--- src/tye_pkg.sv ---
`timescale 1ns / 1ps
`default_nettype none
package tye_pkg;

  localparam int CORDIC_ITERATIONS_DEF = 20;
  localparam int SQRT_STEPS = 32;
  localparam int DIV_CHUNKS = 4;
  localparam int DIV_SHIFT = 36;
  localparam logic [26:0] DIV_RECIP = 27'd68719477;
  localparam int DIVISOR = 1000;
  localparam int ROUND_BIAS = 500;
  localparam int ANG_W = 27;
  localparam int VEC_W = 36;

  localparam logic signed [ANG_W-1:0] DEG180 = 27'sd11796480;
  localparam logic signed [ANG_W-1:0] DEG90 = 27'sd5898240;
  localparam logic signed [41:0] DEG180_Y = 42'sd11796480;
  localparam logic signed [41:0] DEG360_Y = 42'sd23592960;
  localparam logic signed [41:0] YAW_MAX = 42'sd549755813887;
  localparam logic signed [41:0] YAW_MIN = -42'sd549755813888;

  localparam logic [0:0] REG_GYRO_SCALE = 1'b0;
  localparam logic [0:0] REG_GYRO_OFFSET = 1'b1;
  localparam logic [15:0] GYRO_SCALE_RST = 16'd4000;

  typedef struct packed {
    logic load;
    logic mul1;
    logic mul2;
    logic run;
    logic pinit;
    logic pitch;
    logic fin;
  } cmd_t;

  typedef struct packed {
    logic run_last;
    logic pitch_last;
    logic out_free;
  } status_t;

  function automatic logic [21:0] step_angle(input logic [4:0] i);
    logic [21:0] a;
    case (i)
      5'd0: a = 22'd2949120;
      5'd1: a = 22'd1740967;
      5'd2: a = 22'd919879;
      5'd3: a = 22'd466945;
      5'd4: a = 22'd234379;
      5'd5: a = 22'd117304;
      5'd6: a = 22'd58666;
      5'd7: a = 22'd29335;
      5'd8: a = 22'd14668;
      5'd9: a = 22'd7334;
      5'd10: a = 22'd3667;
      5'd11: a = 22'd1833;
      5'd12: a = 22'd917;
      5'd13: a = 22'd458;
      5'd14: a = 22'd229;
      5'd15: a = 22'd115;
      5'd16: a = 22'd57;
      5'd17: a = 22'd29;
      5'd18: a = 22'd14;
      5'd19: a = 22'd7;
      5'd20: a = 22'd4;
      5'd21: a = 22'd2;
      5'd22: a = 22'd1;
      default: a = 22'd0;
    endcase
    return a;
  endfunction

endpackage
`default_nettype wire

--- src/tye_ctrl.sv ---
`timescale 1ns / 1ps
`default_nettype none
module tye_ctrl (
  input  wire              clk,
  input  wire              rst_n,
  input  wire              in_tvalid,
  output logic             in_tready,
  input  tye_pkg::status_t st,
  output tye_pkg::cmd_t    cmd
);

  typedef enum logic [6:0] {
    S_IDLE  = 7'b0000001,
    S_MUL1  = 7'b0000010,
    S_MUL2  = 7'b0000100,
    S_RUN   = 7'b0001000,
    S_PINIT = 7'b0010000,
    S_PITCH = 7'b0100000,
    S_FIN   = 7'b1000000
  } state_t;

  state_t state_r, state_nxt;

  assign in_tready = (state_r == S_IDLE);

  always_comb begin
    state_nxt = state_r;
    cmd = '0;
    case (state_r)
      S_IDLE: begin
        if (in_tvalid) begin
          cmd.load = 1'b1;
          state_nxt = S_MUL1;
        end
      end
      S_MUL1: begin
        cmd.mul1 = 1'b1;
        state_nxt = S_MUL2;
      end
      S_MUL2: begin
        cmd.mul2 = 1'b1;
        state_nxt = S_RUN;
      end
      S_RUN: begin
        cmd.run = 1'b1;
        if (st.run_last) state_nxt = S_PINIT;
      end
      S_PINIT: begin
        cmd.pinit = 1'b1;
        state_nxt = S_PITCH;
      end
      S_PITCH: begin
        cmd.pitch = 1'b1;
        if (st.pitch_last) state_nxt = S_FIN;
      end
      S_FIN: begin
        if (st.out_free) begin
          cmd.fin = 1'b1;
          state_nxt = S_IDLE;
        end
      end
      default: state_nxt = S_IDLE;
    endcase
  end

  always_ff @(posedge clk) begin
    if (!rst_n) begin
      state_r <= S_IDLE;
    end else begin
      state_r <= state_nxt;
    end
  end

`ifndef ASSERT_OFF
  a_accept_to_mul: assert property (@(posedge clk) disable iff (!rst_n)
    (in_tvalid && in_tready) |=> (state_r == S_MUL1))
    else $error("accepted transaction did not start multiply");
  a_run_to_pitch: assert property (@(posedge clk) disable iff (!rst_n)
    (state_r == S_RUN && st.run_last) |=> (state_r == S_PINIT))
    else $error("run phase did not hand over to pitch");
  a_fin_holds: assert property (@(posedge clk) disable iff (!rst_n)
    (state_r == S_FIN && !st.out_free) |=> (state_r == S_FIN))
    else $error("result dropped while output busy");
`endif

endmodule
`default_nettype wire

--- config.mk ---
export PLATFORM = sky130hd
export DESIGN_NAME = tye_ctrl
export DESIGN_NICKNAME = d
export VERILOG_FILES = /design/src/tye_pkg.sv /design/src/tye_ctrl.sv
export SDC_FILE = /design/constraint.sdc
export NUM_CORES = 1
export LEC_CHECK = 0
export BUFFER_PORTS_ARGS = -buffer_cell sky130_fd_sc_hd__clkbuf_2
export CAP_MARGIN = 15
export CORE_UTILIZATION = 35
export DETAILED_ROUTE_END_ITERATION = 12
export PLACE_DENSITY_LB_ADDON = 0.3
export SYNTH_ARGS = -nofsm -noshare
export SYNTH_HDL_FRONTEND = slang
export SYNTH_SLANG_ARGS = --single-unit
--- constraint.sdc ---
create_clock -name clk -period 2.7 [get_ports clk]
set_input_delay 0.54 -clock clk [delete_from_list [all_inputs] [get_ports clk]]
set_output_delay 0.54 -clock clk [all_outputs]
set_load 0.005 [all_outputs]
==> run_summary.xml, run 1 <==
<?xml version="1.0" encoding="UTF-8"?>
<metrics>
  <group name="detailed_routing">
    <metric name="wl_per_cell" unit="um">13.0</metric>
    <metric name="routed-via-count" unit="">479</metric>
    <metric name="routed-wl-met2" unit="um">501</metric>
    <metric name="drc_errors" unit="">0</metric>
    <metric name="topRoutingLayerUsed" unit="">met4</metric>
    <metric name="detail_route.wirelength" unit="mm">1.09</metric>
    <metric name="detailedRoute.firstIterationViolations" unit="">8</metric>
    <metric name="viasPerCell" unit="">5.70</metric>
    <metric name="met1_length" unit="um">529</metric>
    <metric name="detailroute.wirelength.met3" unit="um">40</metric>
    <metric name="detail_route.first_pass.iterations" unit="">4</metric>
    <metric name="antenna_violating_nets_post_route" unit="">0</metric>
  </group>
  <group name="synth">
    <metric name="netlist_area" unit="um2">499</metric>
    <metric name="post_synthesis_cells" unit="">56</metric>
    <metric name="ys_ff_latch" unit="">7</metric>
    <metric name="syn_avg_cell_area" unit="um2">8.91</metric>
    <metric name="synth.net_count" unit="">62</metric>
    <metric name="synth.distinct_cells" unit="">35</metric>
    <metric name="synth-async-reset-ratio" unit="%">0</metric>
    <metric name="synth-main-ff-cell" unit="">dfxtp_1</metric>
    <metric name="yosysWarnings" unit="">0</metric>
    <metric name="synth.yosys.seq_area_share" unit="%">28.1</metric>
    <metric name="synth_edf_count" unit="">0</metric>
  </group>
  <group name="floorplan">
    <metric name="initial_utilization" unit="%">37.9</metric>
    <metric name="chipHeight" unit="um">39.8</metric>
    <metric name="die_extent_in_x" unit="um">39.8</metric>
    <metric name="coreArea" unit="mm2">0.00132</metric>
    <metric name="total_number_of_placement_rows" unit="">13</metric>
    <metric name="floorplan.die_area" unit="mm2">0.00158</metric>
    <metric name="io-pin-count" unit="">14</metric>
  </group>
  <group name="placed_design">
    <metric name="place.port_buffers" unit="">13</metric>
    <metric name="place.detailed.instances" unit="">80</metric>
    <metric name="detailedPlacementHpwl" unit="um">836</metric>
    <metric name="globalplace.congestion" unit="">0.874</metric>
  </group>
  <group name="critical_path">
    <metric name="critical_path_startpoint_category" unit="">register</metric>
    <metric name="worstReg2RegStart" unit="">state_r[3]</metric>
    <metric name="critical_path_arrival" unit="ps">1670</metric>
    <metric name="path_class" unit="">reg -&gt; out</metric>
    <metric name="crit_path_max_fanout" unit="">8</metric>
    <metric name="crit_path_end_kind" unit="">output port</metric>
    <metric name="worst_setup_path_startpoint" unit="">state_r[3]</metric>
    <metric name="critical_path_required" unit="ps">2160</metric>
  </group>
  <group name="layout">
    <metric name="finish.cell_count_without_fillers" unit="">84</metric>
    <metric name="layout_top_registers" unit="">state_r (7)</metric>
    <metric name="layout-drive-gt1-share" unit="%">34.8</metric>
    <metric name="largest_reg_flops" unit="">7</metric>
    <metric name="post-route-util" unit="%">44.2</metric>
    <metric name="sequential_cell_area" unit="um2">140</metric>
    <metric name="multi_input_comb_area" unit="um2">328</metric>
    <metric name="n_fill_cell" unit="">143</metric>
    <metric name="antenna_cells_inserted" unit="">0</metric>
    <metric name="areaGrowthSynthToFinish" unit="%">16.5</metric>
    <metric name="largest_register" unit="">state_r</metric>
    <metric name="nets" unit="">76</metric>
  </group>
  <group name="cts">
    <metric name="max_buffers_root_to_sink" unit="">2</metric>
    <metric name="htree_num_levels" unit="">1</metric>
    <metric name="holdBufCountCts" unit="">0</metric>
    <metric name="tritoncts_num_sinks" unit="">7</metric>
    <metric name="worstSkewPairLatency" unit="ps">250</metric>
    <metric name="cts.repair_timing.setup_buffer_count" unit="">0</metric>
    <metric name="ctsRootBufferMaster" unit="">clkbuf_4</metric>
    <metric name="path_clk_slew" unit="ps">50</metric>
    <metric name="cts_tree" unit="">yes</metric>
    <metric name="cts_buffers" unit="">3</metric>
    <metric name="cts-resized-gates" unit="">0</metric>
  </group>
  <group name="grt">
    <metric name="grt_first_pass_wirelength" unit="mm">1.75</metric>
    <metric name="grt_pass1_vias" unit="">378</metric>
    <metric name="grt_usage" unit="%">17.2</metric>
    <metric name="grt_start_max_net_pins" unit="">10</metric>
    <metric name="antenna_found_initial" unit="">0</metric>
    <metric name="grt.overflow.total" unit="">0</metric>
  </group>
  <group name="sta">
    <metric name="slew_headroom" unit="%">71.6</metric>
    <metric name="max_slew.worst_pin.slew" unit="ps">426</metric>
    <metric name="finalSetupTns" unit="ps">0</metric>
    <metric name="final.min_clock_period" unit="ps">2210</metric>
    <metric name="timing.final.max_slew_violations" unit="">0</metric>
    <metric name="final.setup_skew" unit="ps">1.99</metric>
    <metric name="rsz0062_at_grt" unit="">false</metric>
    <metric name="timing.final.setup_violations" unit="">0</metric>
    <metric name="hold-worst-slack" unit="ps">588</metric>
    <metric name="max_frequency" unit="GHz">0.453</metric>
    <metric name="final_min_period_over_clock_period" unit="%">81.8</metric>
    <metric name="hold_violations" unit="">0</metric>
  </group>
  <group name="hold_path">
    <metric name="hold_path.startpoint" unit="">in_tvalid</metric>
    <metric name="worstHoldPathType" unit="">in -&gt; reg</metric>
  </group>
  <group name="power">
    <metric name="total_power" unit="W">0.000252</metric>
    <metric name="vdd_ir_drop_max" unit="V">0.000277</metric>
    <metric name="p_per_area" unit="mW/mm2">432</metric>
    <metric name="power.leakage" unit="nW">0.250</metric>
  </group>
  <group name="status">
    <metric name="run_status" unit="">finished clean</metric>
  </group>
  <group name="run">
    <metric name="timing.max_cap.violations" unit="">0</metric>
  </group>
</metrics>
power by group:
group          internal [W]  switching (W)   total, W
Clock             0.0000565      0.0000401  0.0000966
Combinational     0.0000200      0.0000229  0.0000428
Sequential         0.000107     0.00000514   0.000112
through the flow:
stage | setup WS, ps | area (um2)
global placement | 773 | 556
finish | 491 | 582
detailed placement | 758 | 556
floorplan | 848 | 499
global route | 405 | 582
CTS | 474 | 582
layout by cell type (no fill, tap or decap):
cell,instances
o2bb2ai_1,1
inv_1,1
a2111o_1,1
nor3_1,2
nor4b_1,2
and2_1,3
nor2b_1,2
a32oi_1,1
nor3b_2,1
xor2_1,1
nand3_1,1
nand2_1,2
a21oi_2,1
and4_1,1
nor3_2,1
o21ai_0,1
nand4_1,1
and4b_2,2
or2_2,1
nor2_1,6
and3_1,1
dfxtp_1,7
nor3b_1,2
nand2b_1,2
or4_4,1
o211ai_1,1
o41ai_4,1
or2b_1,1
a2bb2oi_1,1
clkbuf_1,1
clkbuf_4,3
clkbuf_2,13
o21a_1,1
nor4_1,2
metal layers:
| layer | GRT usage [%] | vias to the layer above |
|---|---|---|
| li1 | - | 234 |
| met3 | 3.41 | 4 |
| met4 | 10.3 | 0 |
| met5 | 0 | - |
| met2 | 23.0 | 15 |
| met1 | 24.5 | 226 |
worst max-delay path, cell delays in order (launching register included):
cell and delay, ps:
dfxtp_1 370, or4_4 580, nor3_2 220, and2_1 150, clkbuf_2 100
cell usage after synthesis, types with 2 or more instances:
cell type	n	area, um2
nand2_1	2	7.51
and2_1	3	18.8
nor2_1	6	22.5
nor4_1	2	12.5
nand2b_1	2	12.5
and4b_2	2	22.5
dfxtp_1	7	140
nor2b_1	2	12.5
nor4b_1	2	17.5
nor3_1	2	10.0
nor3b_1	2	15.0
cells by family (layout without fill, tap and decap cells):
logic type / Yosys count / count (layout) / synth area share [%]
compound gates: 9 / 9 / 18.8
simple gates: 34 / 34 / 45.1
xor+xnor: 1 / 1 / 1.75
flops: 7 / 7 / 28.1
buf+inv: 5 / 18 / 6.26
path summary, 6_finish.rpt:
check	end	cells after the start	slack [ps]
setup / recovery	cmd[6]	4	490
hold / removal	state_r[1]	2	590
setup reg to reg	state_r[4]	3	1190
hold reg to reg	state_r[4]	2	650
layout make-up:
cell class	count	share of cell area [%]
Sequential cell	7	24.1
Tap cell	15	3.23
Inverter	1	0.645
Multi-Input combinational cell	44	56.3
Timing Repair Buffer	13	11.2
Clock buffer	4	4.52
Power figures use the tool's default switching activity.
==> inputs of run 2 (changes only) <==
Clock period 2.7 ns to 2.02 ns, I/O delays scaled along.
==> run_summary.xml, run 2 (same netlist as run 1, synthesis figures left out) <==
<?xml version="1.0" encoding="UTF-8"?>
<metrics>
  <group name="status">
    <metric name="run_status" unit="">finished clean</metric>
  </group>
  <group name="run">
    <metric name="timing.max_cap.violations" unit="">0</metric>
  </group>
  <group name="sta">
    <metric name="max_slew.worst_pin.slew" unit="ps">353</metric>
    <metric name="timing.final.max_slew_violations" unit="">0</metric>
    <metric name="hold_violations" unit="">0</metric>
    <metric name="finalSetupTns" unit="ps">0</metric>
    <metric name="final_min_period_over_clock_period" unit="%">98.1</metric>
    <metric name="slew_headroom" unit="%">76.3</metric>
    <metric name="worst_slack" unit="ps">38.6</metric>
    <metric name="final.setup_skew" unit="ps">5.28</metric>
    <metric name="rsz0062_at_grt" unit="">true</metric>
    <metric name="max_frequency" unit="GHz">0.505</metric>
    <metric name="final.min_clock_period" unit="ps">1980</metric>
    <metric name="timing.final.setup_violations" unit="">0</metric>
  </group>
  <group name="layout">
    <metric name="sequential_cell_area" unit="um2">144</metric>
    <metric name="finish.cell_count_without_fillers" unit="">89</metric>
    <metric name="final_design_area_no_fill" unit="um2">629</metric>
    <metric name="nets" unit="">81</metric>
    <metric name="layout-drive-gt1-share" unit="%">43.2</metric>
    <metric name="largest_register" unit="">state_r</metric>
    <metric name="layout_common_cells" unit="">clkbuf_2 (12), nor2_1 (6), buf_4 (5)</metric>
    <metric name="multi_input_comb_area" unit="um2">334</metric>
    <metric name="n_fill_cell" unit="">125</metric>
    <metric name="layout_commonest_cell" unit="">clkbuf_2</metric>
    <metric name="areaGrowthSynthToFinish" unit="%">26.1</metric>
    <metric name="layout_top_registers" unit="">state_r (7)</metric>
    <metric name="antenna_cells_inserted" unit="">0</metric>
    <metric name="largest_reg_flops" unit="">7</metric>
  </group>
  <group name="power">
    <metric name="vdd_ir_drop_max" unit="V">0.000520</metric>
    <metric name="total_power" unit="W">0.000339</metric>
    <metric name="p_per_area" unit="mW/mm2">539</metric>
    <metric name="power.leakage" unit="nW">0.280</metric>
  </group>
  <group name="floorplan">
    <metric name="floorplan.die_area" unit="mm2">0.00158</metric>
    <metric name="coreArea" unit="mm2">0.00132</metric>
    <metric name="total_number_of_placement_rows" unit="">13</metric>
    <metric name="io-pin-count" unit="">14</metric>
    <metric name="die_extent_in_x" unit="um">39.8</metric>
    <metric name="chipHeight" unit="um">39.8</metric>
    <metric name="initial_utilization" unit="%">37.9</metric>
  </group>
  <group name="critical_path">
    <metric name="critical_path_required" unit="ps">1620</metric>
    <metric name="critical_path_startpoint_category" unit="">register</metric>
    <metric name="crit_path_max_fanout" unit="">3</metric>
    <metric name="path_class" unit="">reg -&gt; out</metric>
    <metric name="critical_path_arrival" unit="ps">1580</metric>
    <metric name="crit_path_end_kind" unit="">output port</metric>
  </group>
  <group name="placed_design">
    <metric name="dp_slack" unit="ps">228</metric>
    <metric name="detailedPlacementHpwl" unit="um">840</metric>
    <metric name="place.port_buffers" unit="">13</metric>
    <metric name="globalplace.congestion" unit="">0.959</metric>
    <metric name="postPlaceCellArea" unit="um2">578</metric>
    <metric name="place.detailed.instances" unit="">83</metric>
  </group>
  <group name="detailed_routing">
    <metric name="viasPerCell" unit="">5.66</metric>
    <metric name="antenna_violating_nets_post_route" unit="">0</metric>
    <metric name="detailedRoute.firstIterationViolations" unit="">8</metric>
    <metric name="wl_per_cell" unit="um">13.8</metric>
    <metric name="routed-via-count" unit="">504</metric>
    <metric name="drc_errors" unit="">0</metric>
    <metric name="detail_route.first_pass.iterations" unit="">4</metric>
    <metric name="detail_route.wirelength" unit="mm">1.22</metric>
  </group>
  <group name="cts">
    <metric name="cts_tree" unit="">yes</metric>
    <metric name="path_clk_slew" unit="ps">50</metric>
    <metric name="max_buffers_root_to_sink" unit="">2</metric>
    <metric name="tritoncts_num_sinks" unit="">7</metric>
    <metric name="worstSkewPairLatency" unit="ps">250</metric>
    <metric name="cts_buffers" unit="">3</metric>
    <metric name="htree_num_levels" unit="">1</metric>
    <metric name="ctsRootBufferMaster" unit="">clkbuf_4</metric>
  </group>
  <group name="grt">
    <metric name="grt_start_max_net_pins" unit="">9</metric>
    <metric name="grt_first_pass_wirelength" unit="mm">1.87</metric>
    <metric name="grt.overflow.total" unit="">0</metric>
    <metric name="grt_pass1_vias" unit="">427</metric>
    <metric name="antenna_found_initial" unit="">0</metric>
    <metric name="grt_usage" unit="%">19.3</metric>
  </group>
  <group name="hold_path">
    <metric name="worstHoldPathType" unit="">in -&gt; reg</metric>
  </group>
</metrics>
==> run 2: final cells by class <==
cell class	count	area share [%]
repair buffers	18	16.3
multi-input cells	44	53.1
flip-flops and latches	7	22.9
inverters	1	0.596
clock buffers	4	4.17
well taps	15	2.98
==> run 2: routing by layer <==
| layer | global-route usage [%] | share of wire, % | vias up | wire, um |
|---|---|---|---|---|
| met3 | 3.41 | 4.9 | 6 | 60 |
| met2 | 27.5 | 44 | 18 | 539 |
| li1 | - | - | 247 | - |
| met1 | 23.9 | 47 | 233 | 570 |
| met4 | 18.1 | 4.4 | 0 | 54 |
| met5 | 0 | 0 | - | 0 |
==> run 2: per-stage QoR <==
stage	hold WS [ps]	utilization, %
after floorplan	522	-
after global placement	632	43.9
after detailed placement	624	43.9
after CTS	442	47.0
after global routing	451	47.8
final	446	47.8
==> run 2: final timing paths <==
path / start / endpoint / slack (ps) / cells after the start
setup reg to reg: state_r[4] / state_r[4] / 320 / 5
hold reg to reg: state_r[6] / state_r[4] / 630 / 3
hold / removal: in_tvalid / state_r[1] / 450 / 2
setup / recovery: state_r[4] / cmd[6] / 40 / 4
==> run 2: report_power, final <==
part | total [W] | switching (W) | leakage, nW | internal, W
registers | 0.000151 | 0.00000789 | 0.0584 | 0.000143
clock network | 0.000127 | 0.0000520 | 0.0150 | 0.0000754
logic | 0.0000609 | 0.0000319 | 0.207 | 0.0000291
total | 0.000339 | 0.0000917 | 0.280 | 0.000248
==> run 2: what timing repair did <==
item / 4_1_cts / 5_1_grt
cloned: 0 / 0
setup buffers: 1 / 1
hold buffers: 0 / 0
pin swaps: 1 / 3
gates resized for setup: 2 / 3
endpoints found under the setup margin: 1 / 1
==> run 2: critical path: stages, from the launching register on <==
cell and delay, ps:
dfxtp_2 320, or4_4 550, nor3_4 210, and2_1 140, buf_2 100
==> inputs of run 3 (changes only) <==
Settings changed: ABC_AREA set to 1.
==> run_summary.xml, run 3 <==
<?xml version="1.0" encoding="UTF-8"?>
<metrics>
  <group name="status">
    <metric name="run_status" unit="">finished clean</metric>
  </group>
  <group name="grt">
    <metric name="antenna_found_initial" unit="">0</metric>
    <metric name="grt_first_pass_wirelength" unit="mm">1.59</metric>
    <metric name="grt_start_max_net_pins" unit="">6</metric>
    <metric name="grt_usage" unit="%">15.5</metric>
    <metric name="grt.overflow.total" unit="">0</metric>
    <metric name="grt_pass1_vias" unit="">395</metric>
  </group>
  <group name="layout">
    <metric name="layout_common_cells" unit="">nand2_1 (15), inv_1 (13), clkbuf_2 (13)</metric>
    <metric name="finish.cell_count_without_fillers" unit="">108</metric>
    <metric name="antenna_cells_inserted" unit="">0</metric>
    <metric name="layout-drive-gt1-share" unit="%">37.6</metric>
    <metric name="largest_register" unit="">state_r</metric>
    <metric name="post-route-util" unit="%">45.5</metric>
    <metric name="layout_commonest_cell" unit="">nand2_1</metric>
    <metric name="largest_reg_flops" unit="">7</metric>
    <metric name="nets" unit="">100</metric>
    <metric name="areaGrowthSynthToFinish" unit="%">21.0</metric>
    <metric name="final_design_area_no_fill" unit="um2">592</metric>
    <metric name="layout_top_registers" unit="">state_r (7)</metric>
  </group>
  <group name="synth">
    <metric name="post_synthesis_cells" unit="">77</metric>
    <metric name="synth.yosys.seq_area_share" unit="%">28.6</metric>
    <metric name="post-synth-top-count-cell" unit="">nand2_1</metric>
    <metric name="netlist_area" unit="um2">489</metric>
    <metric name="netlist_top_cells_count" unit="">nand2_1 (15), inv_1 (13), nor2_1 (11)</metric>
    <metric name="synth-main-ff-cell" unit="">dfxtp_1</metric>
    <metric name="ys_ff_latch" unit="">7</metric>
    <metric name="synth-async-reset-ratio" unit="%">0</metric>
    <metric name="synth.distinct_cells" unit="">17</metric>
    <metric name="synth_top_area_cell" unit="">dfxtp_1</metric>
    <metric name="yosysWarnings" unit="">0</metric>
    <metric name="largest_cells_by_area_after_synthesis" unit="">dfxtp_1 (29%), nand2_1 (12%), inv_1 (10%), nor2_1 (8.4%), nor2_4 (6.9%)</metric>
    <metric name="syn_avg_cell_area" unit="um2">6.35</metric>
    <metric name="synth.net_count" unit="">83</metric>
    <metric name="synth_edf_count" unit="">0</metric>
    <metric name="synth_largest_type_area_fraction" unit="%">28.6</metric>
  </group>
  <group name="detailed_routing">
    <metric name="detailedRoute.firstIterationViolations" unit="">11</metric>
    <metric name="detail_route.wirelength" unit="um">975</metric>
    <metric name="detail_route.first_pass.iterations" unit="">4</metric>
    <metric name="antenna_violating_nets_post_route" unit="">0</metric>
    <metric name="drc_errors" unit="">0</metric>
    <metric name="routed-via-count" unit="">486</metric>
    <metric name="viasPerCell" unit="">4.50</metric>
    <metric name="wl_per_cell" unit="um">9.03</metric>
  </group>
  <group name="cts">
    <metric name="worstSkewPairLatency" unit="ps">260</metric>
    <metric name="tritoncts_num_sinks" unit="">7</metric>
    <metric name="cts.repair_timing.setup_buffer_count" unit="">0</metric>
    <metric name="holdBufCountCts" unit="">0</metric>
    <metric name="max_buffers_root_to_sink" unit="">2</metric>
    <metric name="ctsRootBufferMaster" unit="">clkbuf_4</metric>
    <metric name="htree_num_levels" unit="">1</metric>
    <metric name="cts-resized-gates" unit="">0</metric>
    <metric name="path_clk_slew" unit="ps">60</metric>
    <metric name="cts_buffers" unit="">3</metric>
    <metric name="cts_tree" unit="">yes</metric>
  </group>
  <group name="floorplan">
    <metric name="die_extent_in_x" unit="um">39.4</metric>
    <metric name="total_number_of_placement_rows" unit="">13</metric>
    <metric name="io-pin-count" unit="">14</metric>
    <metric name="initial_utilization" unit="%">37.6</metric>
    <metric name="floorplan.die_area" unit="mm2">0.00155</metric>
    <metric name="chipHeight" unit="um">39.4</metric>
    <metric name="coreArea" unit="mm2">0.00130</metric>
  </group>
  <group name="sta">
    <metric name="timing.final.setup_violations" unit="">0</metric>
    <metric name="hold_violations" unit="">0</metric>
    <metric name="timing.final.max_slew_violations" unit="">0</metric>
    <metric name="max_slew.worst_pin.slew" unit="ps">253</metric>
    <metric name="slew_headroom" unit="%">83.0</metric>
    <metric name="max_frequency" unit="GHz">0.617</metric>
    <metric name="rsz0062_at_grt" unit="">false</metric>
    <metric name="final.min_clock_period" unit="ps">1620</metric>
    <metric name="final.setup_skew" unit="ps">6.13</metric>
    <metric name="finalSetupTns" unit="ps">0</metric>
    <metric name="final_min_period_over_clock_period" unit="%">80.2</metric>
    <metric name="worst_slack" unit="ps">399</metric>
  </group>
  <group name="critical_path">
    <metric name="critical_path_startpoint_category" unit="">register</metric>
    <metric name="worst_r2r_path_depth" unit="">6</metric>
    <metric name="reg2reg_setup_slack" unit="ps">840</metric>
    <metric name="critical_path_required" unit="ps">1620</metric>
    <metric name="worst_path_max_delay_cell" unit="">dfxtp_1</metric>
    <metric name="worst_setup_path_startpoint" unit="">state_r[6]</metric>
    <metric name="critical_path.n_buffers_inverters" unit="">3</metric>
    <metric name="worstReg2RegStart" unit="">state_r[5]</metric>
    <metric name="cp_cell_sequence" unit="">inv_2, nand2_2, nor2_4, nand4_1, inv_1, clkbuf_2</metric>
    <metric name="worst_path_dominant_cell_family" unit="">simple AND/OR/NAND/NOR gates</metric>
    <metric name="path_class" unit="">reg -&gt; out</metric>
    <metric name="crit_path_max_fanout" unit="">5</metric>
    <metric name="critical-path-max-stage-delay" unit="ps">320</metric>
    <metric name="critical_path_arrival" unit="ps">1220</metric>
    <metric name="end_of_the_worst_register_to_register_path" unit="">state_r[5]</metric>
    <metric name="crit_path_end_kind" unit="">output port</metric>
  </group>
  <group name="hold_path">
    <metric name="hold_path.startpoint" unit="">rst_n</metric>
    <metric name="min_path_cells" unit="">3</metric>
    <metric name="worstHoldPathType" unit="">in -&gt; reg</metric>
    <metric name="worstHoldEndpoint" unit="">state_r[5]</metric>
  </group>
  <group name="placed_design">
    <metric name="place.detailed.instances" unit="">104</metric>
    <metric name="detailedPlacementHpwl" unit="um">798</metric>
    <metric name="dp_slack" unit="ps">672</metric>
    <metric name="postPlaceCellArea" unit="um2">566</metric>
    <metric name="place.port_buffers" unit="">13</metric>
    <metric name="globalplace.congestion" unit="">0.816</metric>
  </group>
  <group name="run">
    <metric name="timing.max_cap.violations" unit="">0</metric>
  </group>
  <group name="power">
    <metric name="vdd_ir_drop_max" unit="V">0.000401</metric>
    <metric name="p_per_area" unit="mW/mm2">736</metric>
    <metric name="power.leakage" unit="nW">0.325</metric>
  </group>
</metrics>
-- run 3: cell types whose count changed after synthesis, moves of 3 or more --
cell / change
and2_1: -3
inv_1: +12
inv_2: +7
nand2_1: +13
nor2_1: +5
nor2_4: +3
-- run 3: cell type report --
type / count / area, um2
clock buffers: 4 / 26.3
fillers: 148 / 709
inverters: 20 / 75.1
multi-input cells: 49 / 267
flip-flops and latches: 7 / 140
well taps: 15 / 18.8
repair buffers: 13 / 65.1
-- run 3: power breakdown --
part           switching, W  leakage (nW)  internal, W
registers         0.0000105        0.0570     0.000150
clock network     0.0000561        0.0150    0.0000757
logic             0.0000902         0.253    0.0000529
total              0.000157         0.325     0.000279
-- run 3: worst reg2reg max path: cells and delay by family (launching register included) --
| family | cells | cell delay (ps) |
|---|---|---|
| flip-flops | 1 | 360 |
| AO/OA/AOI/OAI | 1 | 80 |
| AND/OR/NAND/NOR | 5 | 630 |
-- run 3: layer usage --
| metal | up-vias | share of wire (%) | track usage, % | wire length (um) |
|---|---|---|---|---|
| met5 | - | 0 | 0 | 0 |
| met4 | 0 | 1.6 | 10.3 | 16 |
| met3 | 4 | 6.3 | 1.70 | 61 |
| met2 | 17 | 45 | 24.2 | 436 |
| met1 | 205 | 47 | 19.8 | 460 |
| li1 | 260 | - | - | - |
-- run 3: how the worst max path moves through the flow --
stage | slack (ps) | to | depth (start not counted)
2_1_floorplan | 770 | cmd[3] | 6
3_3_place_gp | 690 | cmd[3] | 6
3_5_place_dp | 670 | cmd[5] | 6
4_1_cts | 390 | cmd[5] | 6
5_1_grt | 300 | cmd[5] | 6
6_report | 400 | cmd[5] | 6
-- run 3: kinds of logic (layout without fill, tap and decap cells) --
kind of cell / after synthesis / count (layout) / share of synthesized area [%]
AND/OR/NAND/NOR: 46 / 46 / 51.4
buffers and inverters: 21 / 37 / 16.9
AO/OA/AOI/OAI: 3 / 3 / 3.07
flip-flops: 7 / 7 / 28.6
-- run 3: stage by stage --
stage,hold WS (ps),power [W]
floorplan,498,0.000271
global placement,521,0.000307
detailed placement,540,0.000307
CTS,376,0.000438
global route,398,0.000463
finish,376,0.000436
